<file path="src/rtl/rgb_median3x3_filter_unit_macros.svh">
// Assertion helpers; clock clk, asynchronous reset arst_n.
`ifndef RGB_MEDIAN3X3_FILTER_UNIT_MACROS_SVH
`define RGB_MEDIAN3X3_FILTER_UNIT_MACROS_SVH

// same-cycle implication
`define RMF_ASSERT_IMP(lbl, ante, cons, msg) \
	lbl: assert property (@(posedge clk) disable iff (!arst_n) (ante) |-> (cons)) \
		else $error(msg);

// next-cycle implication
`define RMF_ASSERT_NXT(lbl, ante, cons, msg) \
	lbl: assert property (@(posedge clk) disable iff (!arst_n) (ante) |=> (cons)) \
		else $error(msg);

`endif

</file>
<file path="src/rtl/rmf_pkg.sv">
package rmf_pkg;
	localparam int ROW_W = 12;
	localparam int MAX_LINES = 4096;
	localparam int IW_W = 11;
	localparam int IH_W = 13;
	localparam int CFG_DATA_W = 13;
	localparam int RESET_WIDTH = 640;
	localparam int RESET_HEIGHT = 480;

	typedef logic [7:0] chan_t;
	typedef struct packed {
		chan_t red;
		chan_t green;
		chan_t blue;
	} rgb_t;
	typedef chan_t [2:0][2:0] win_t;
	typedef logic [1:0] slot_t;
	typedef logic [ROW_W-1:0] row_t;
	typedef struct packed {
		chan_t lo;
		chan_t md;
		chan_t hi;
	} trip_t;
	typedef struct packed {
		logic s3;
		logic s4;
	} lane_en_t;

	typedef logic [0:0] cfg_idx_t;
	localparam cfg_idx_t CFG_WIDTH = 1'b0;
	localparam cfg_idx_t CFG_HEIGHT = 1'b1;
	localparam logic CMD_PIXEL = 1'b0;

	function automatic slot_t slot_next(slot_t s);
		return (s == 2'd2) ? 2'd0 : s + 2'd1;
	endfunction

	function automatic slot_t slot_prev(slot_t s);
		return (s == 2'd0) ? 2'd2 : s - 2'd1;
	endfunction

	function automatic chan_t min2(chan_t a, chan_t b);
		return (a < b) ? a : b;
	endfunction

	function automatic chan_t max2(chan_t a, chan_t b);
		return (a > b) ? a : b;
	endfunction

	function automatic chan_t min3(chan_t a, chan_t b, chan_t c);
		return min2(min2(a, b), c);
	endfunction

	function automatic chan_t max3(chan_t a, chan_t b, chan_t c);
		return max2(max2(a, b), c);
	endfunction

	function automatic chan_t med3(chan_t a, chan_t b, chan_t c);
		return max2(min2(a, b), min2(max2(a, b), c));
	endfunction

	function automatic trip_t sort3(chan_t a, chan_t b, chan_t c);
		chan_t x;
		chan_t y;
		chan_t t;
		trip_t r;
		x = min2(a, b);
		y = max2(a, b);
		r.hi = max2(y, c);
		t = min2(y, c);
		r.lo = min2(x, t);
		r.md = max2(x, t);
		return r;
	endfunction
endpackage

</file>
<file path="src/rtl/rmf_median_lane.sv">
module rmf_median_lane (
	input  logic               clk,
	input  rmf_pkg::lane_en_t  en,
	input  rmf_pkg::win_t      win,
	output rmf_pkg::chan_t     med
);
	import rmf_pkg::*;

	trip_t srt_s3 [3];
	chan_t lmax_s4;
	chan_t mmed_s4;
	chan_t hmin_s4;

	always_ff @(posedge clk) begin
		if (en.s3) begin
			for (int i = 0; i < 3; i++) begin
				srt_s3[i] <= sort3(win[i][0], win[i][1], win[i][2]);
			end
		end
		if (en.s4) begin
			lmax_s4 <= max3(srt_s3[0].lo, srt_s3[1].lo, srt_s3[2].lo);
			mmed_s4 <= med3(srt_s3[0].md, srt_s3[1].md, srt_s3[2].md);
			hmin_s4 <= min3(srt_s3[0].hi, srt_s3[1].hi, srt_s3[2].hi);
		end
	end

	assign med = med3(lmax_s4, mmed_s4, hmin_s4);
endmodule

</file>
<file path="config.mk">
export PLATFORM = sky130hd
export DESIGN_NAME = rmf_median_lane
export DESIGN_NICKNAME = d
export VERILOG_FILES = /design/src/rtl/rgb_median3x3_filter_unit_macros.svh /design/src/rtl/rmf_pkg.sv /design/src/rtl/rmf_median_lane.sv
export SDC_FILE = /design/constraint.sdc
export NUM_CORES = 1
export LEC_CHECK = 0
export BUFFER_PORTS_ARGS = -buffer_cell sky130_fd_sc_hd__buf_2
export CAP_MARGIN = 20
export CORE_ASPECT_RATIO = 0.5
export CORE_MARGIN = 4
export CORE_UTILIZATION = 40
export CTS_CLUSTER_DIAMETER = 120
export DETAILED_ROUTE_END_ITERATION = 16
export HOLD_SLACK_MARGIN = 0.06
export PLACE_DENSITY = 0.68
export SETUP_SLACK_MARGIN = 0.15
export SLEW_MARGIN = 20
export SYNTH_ARGS = -nofsm -noshare
export SYNTH_HDL_FRONTEND = slang
export SYNTH_SLANG_ARGS = --single-unit
</file>
<file path="constraint.sdc">
create_clock -name clk -period 8.1 [get_ports clk]
set_input_delay 0.81 -clock clk [delete_from_list [all_inputs] [get_ports clk]]
set_output_delay 0.81 -clock clk [all_outputs]
set_load 0.01 [all_outputs]
</file>
Word-level counts from Yosys, hierarchy flattened. Memories as Yosys holds them, arrays and structs flattened. Cells that the tools add are included. W data, S select, Z words.

Order comparisons: 30. Muxes and demuxes: 32.

Operators by type and width (count): $mux W8 (30); $gt A8 B8 Y1 (15); $lt A8 B8 Y1 (15); $mux W1 (2).

Input bits: 75. Register bits after elaboration: 24. Logic and storage cells: 66. Memories: 1. RAM bits: 72. Output and inout bits: 8.

Memories: srt_s3 (words 3, bits a word 24, read ports 3, clocked after memory_dff 0, wr ports 3, line rmf_median_lane.sv:9) `trip_t srt_s3 [3];`.

Depth between registers and ports, before layout.
Depth in word-level cells: 6. Gate-level depth with buffers: 28. Gate-level depth less buffers: 25.

Worst setup path before layout. No wires, ideal clock.

Kind: in2reg. Start: input win[33] (netlist bit). End: memory srt_s3[0][40] (netlist bit), data pin. Path buffers: 2. Setup time: 0.275 ns. Arrival time: 5.553 ns. Data required time: 7.825 ns. Stages on the path: 26. Slack: 2.271 ns. Cell sequence: inv_1 ha_1 nor2b_1 o21a_1 o21a_1 o21ai_2 a21oi_2 mux2i_1 inv_1 ha_1 nor2b_1 o21a_1 o21ai_0 a21oi_1 nor2_1 clkbuf_1 nor2_1 a21oi_1 ha_1 a21o_1 a21o_1 a21oi_1 o21a_1 clkbuf_1 nand2b_1 o221ai_1.

RTL lines: from (decl) (line rmf_median_lane.sv:4) `input rmf_pkg::win_t win,`; to (decl) (line rmf_median_lane.sv:9).

==> summary.md <==
| Metric | Value |
|---|---|
| Crit-path most repeated cell | `a21o_1` |
| R2R Path Start | `srt_s3[0][15]` |
| VDD IR max | `0.0002437 V` |
| Most frequent cells in the layout | `148 x ha_1, 138 x inv_1, 96 x edfxtp_1` |
| Initial Utilization | `0.4114` |
| Seq cells post-synth | `96` |
| Design area | `about 0.011 mm2` |
| CTS clk-pin slew, worst paths | `0.07 ns` |
| CTS tree | `done` |
| WP data arrival | `6.75 ns` |
| Crit path capture type | `register` |
| Chip width | `231.5 um` |
| Unique masters post-synth | `55` |
| Largest cells by area after synthesis | `edfxtp_1 29%, ha_1 19%, mux2i_1 6.8%` |
| Clock power share | `0.095` |
| Int Power | `2.300 mW` |
| Mapped cell area | `0.009987 mm2` |
| Worst hold path class | `reg2reg` |
| Clock tree buffer depth | `2` |
| Fin crit period | `6.598 ns` |
| Static Leak | `5.139 nW` |
| Top cell type's share of synthesized area | `0.2886` |
| Crit-path max FO | `17` |
| Vias/cell | `between 5 and 6` |
| Filler cell count in the final layout | `2258` |
| Seq/Total Area, Yosys | `0.2886` |
| Leading area contributor after synthesis | `edfxtp_1` |
| Sequential power share | `0.216` |
| Setup TNS | `0 ns` |
| Gpl congestion | `0.9203` |
| Initial antenna violation count | `0` |
| Root Buffer | `clkbuf_16` |
| H-Tree Depth | `3` |
| DP Wirelength | `22290 um` |
| Vias in the first global route | `8266` |
| Setup-failing EPs final | `0` |
| Final clock skew | `between 0.006 and 0.007 ns` |
| Max Cap Viol | `0` |
| Place WS | `1.246 ns` |
| WL final | `~27000 um` |
| Cts hold-fix bufs | `0` |
| Area grow syn2layout | `10.22%` |
| Largest net degree at the start of global routing | `73` |
| Vias | `8453` |
| Maximum clock frequency | `between 0.15 and 0.2 GHz` |
| # diodes | `0` |
| WHS Endpoint | `hmin_s4[2]` |
| CP Class | `in2reg` |
| Met1 usage | `0.2639` |
| Grt total ovfl | `0` |
| Slowest stage delay, CP | `around 0.79 ns` |
| Crit path max-delay family | `compound AO/OA/AOI/OAI gates` |
| Clock latency at the later pin of the worst-skew pair | `0.34 ns` |
| Post-cts resize count | `0` |
| Startpoint Class | `input port` |
| Final net count | `1379` |
| Most common cell after layout, fill and taps aside | `ha_1` |
| Hold Startpoint | `srt_s3[0][50]` |
| Sw Ratio | `0.4644` |
| Hold path depth | `1` |
| Syn Area/Cell | `9.196 um2` |
| CP required | `just over 8 ns` |
| DR WL/cell | `between 15 and 20 um` |
| Power Density | `390.1 mW/mm2` |
| Met2 usage | `0.3192` |
| Row count | `40` |
| DR DRC count | `0` |
| TritonCTS Buffers | `9` |
| Share of layout cells above drive strength 1 | `0.1621` |
| Fin. max-slew vios | `0` |
| RSZ-0062 raised after global routing | `no` |
| Core area | `0.02427 mm2` |
| Syn Nets | `1309` |
| Tcrit/Tclk final | `0.8146` |
| R2R cell count | `21` |
| Met3 GRT Util | `0.02514` |
| Critical-path top delay cell | `nor2_1` |
| Footprint of the multi-input gates | `0.006484 mm2` |
| Actual slew at the worst max-slew pin | `~1.0 ns` |
| Setup slack after layout | `1.502 ns` |
| Worst path bufs/invs | `3` |
| DRT iter0 DRCs | `713` |
| Syn Inst Count | `1086` |
| Switching power | `1.995 mW` |
| Count of final hold-check violations | `0` |
| Comb pwr share | `0.689` |
| Routed Antenna Nets | `0` |
| All-Layer GR Usage | `0.1906` |
| I/O pins | `83` |
| Crit-path cells | `buf_2, inv_1, ha_1, a21o_1, a21o_1, a21oi_2, a21oi_2, mux2i_1, inv_1, ha_1, nor2b_1, o21a_1, o21ai_0, a21oi_1, nor2_1, a21oi_1, ha_1, a21o_1, a21o_1, a21oi_1, o21a_1, o21ai_1, o221ai_1` |
| RR Endpoint | `mmed_s4[7]` |
| Sequential Area | `around 0.0029 mm2` |
| Quantity of I/O buffers inserted on ports | `82` |
| First-pass GRT wire length | `42700 um` |
| Clk sinks | `96` |
| Final design utilization | `0.4535` |
| Status | `completed` |
| Post-placement cell area | `approximately 0.011 mm2` |
| Die height | `about 120 um` |
| Post-CTS Setup Inserts | `0` |
| Ys Warns | `0` |
| Total Power | `4.295 mW` |
| GR peak layer | `met2` |
| Slew HR | `0.3125` |
| Die area | `roughly 0.028 mm2` |
| Flop2flop setup slack | `slightly below 2 ns` |
| Router iterations before antenna repair | `5` |
## cells by family after synthesis
family	synth area share
AND/OR/NAND/NOR	0.1429
AO/OA/AOI/OAI	0.1832
buffers and inverters	0.06251
adder cells (fa/ha/maj)	0.1854
multiplexers	0.1373
flip-flops	0.2886
## metal layers
metal / share of wire / routed length (um)
met1: 0.48 / 12780
met5: 0 / 0
met2: 0.46 / 12300
met4: 0.018 / 472
met3: 0.047 / 1260
## flip-flops by register name, indices dropped and copies added (netlist names)
register / flops
srt_s3: 72
hmin_s4: 8
lmax_s4: 8
mmed_s4: 8
## synthesized netlist by cell type (all sizes together)
master,n
buf,5
a21oi,56
nand3,26
and2,1
a211o,2
nor3,11
o21bai,2
o211ai,20
o31a,1
o21a,23
or2,15
nand2b,13
o221a,1
o31ai,6
and3,4
clkbuf,19
a31oi,2
or4b,1
or3,2
inv,138
nor2b,17
nand2,89
nor2,44
a22oi,1
and4,4
o22a,1
nand4,54
o221ai,34
ha,148
mux2i,68
a21boi,2
edfxtp,96
a211oi,6
o22ai,1
a32oi,1
a21o,34
mux2,58
o21ai,80
## metrics by stage
step,hold slack (ns),instances
floorplan,0.5529,1086
global placement,0.5736,1481
detailed placement,0.5667,1481
CTS,0.5698,1496
global route,0.5941,1496
finish,0.5730,1496
## worst max-delay path by stage
stage               start             to  cells after the start
6_report          win[37]  srt_s3[0][32]                     23
5_1_grt           win[37]  srt_s3[0][32]                     24
4_1_cts        lmax_s4[7]         med[0]                     21
3_5_place_dp      win[37]  srt_s3[0][32]                     24
3_3_place_gp      win[37]  srt_s3[0][32]                     23
2_1_floorplan     win[33]  srt_s3[0][40]                     26
## power groups by stage
| stage | sequential (mW) | combinational, mW | clock (mW) |
|---|---|---|---|
| finish | 0.929 | 2.96 | 0.406 |
| global route | 0.943 | 3.31 | 0.437 |
| CTS | 0.926 | 2.93 | 0.410 |
| detailed placement | 0.933 | 2.91 | 0 |
| global placement | 0.930 | 2.80 | 0 |
| floorplan | 0.859 | 2.21 | 0 |
## area by class of cell
cell class | count | area share
Clock buffer | 9 | 0.02046
Tap cell | 336 | 0.03819
Timing Repair Buffer | 83 | 0.03796
Sequential cell | 96 | 0.2619
Clock inverter | 6 | 0.005456
Multi-Input combinational cell | 828 | 0.5890
Inverter | 138 | 0.04706
No activity file was read; power rests on OpenSTA's default activity.
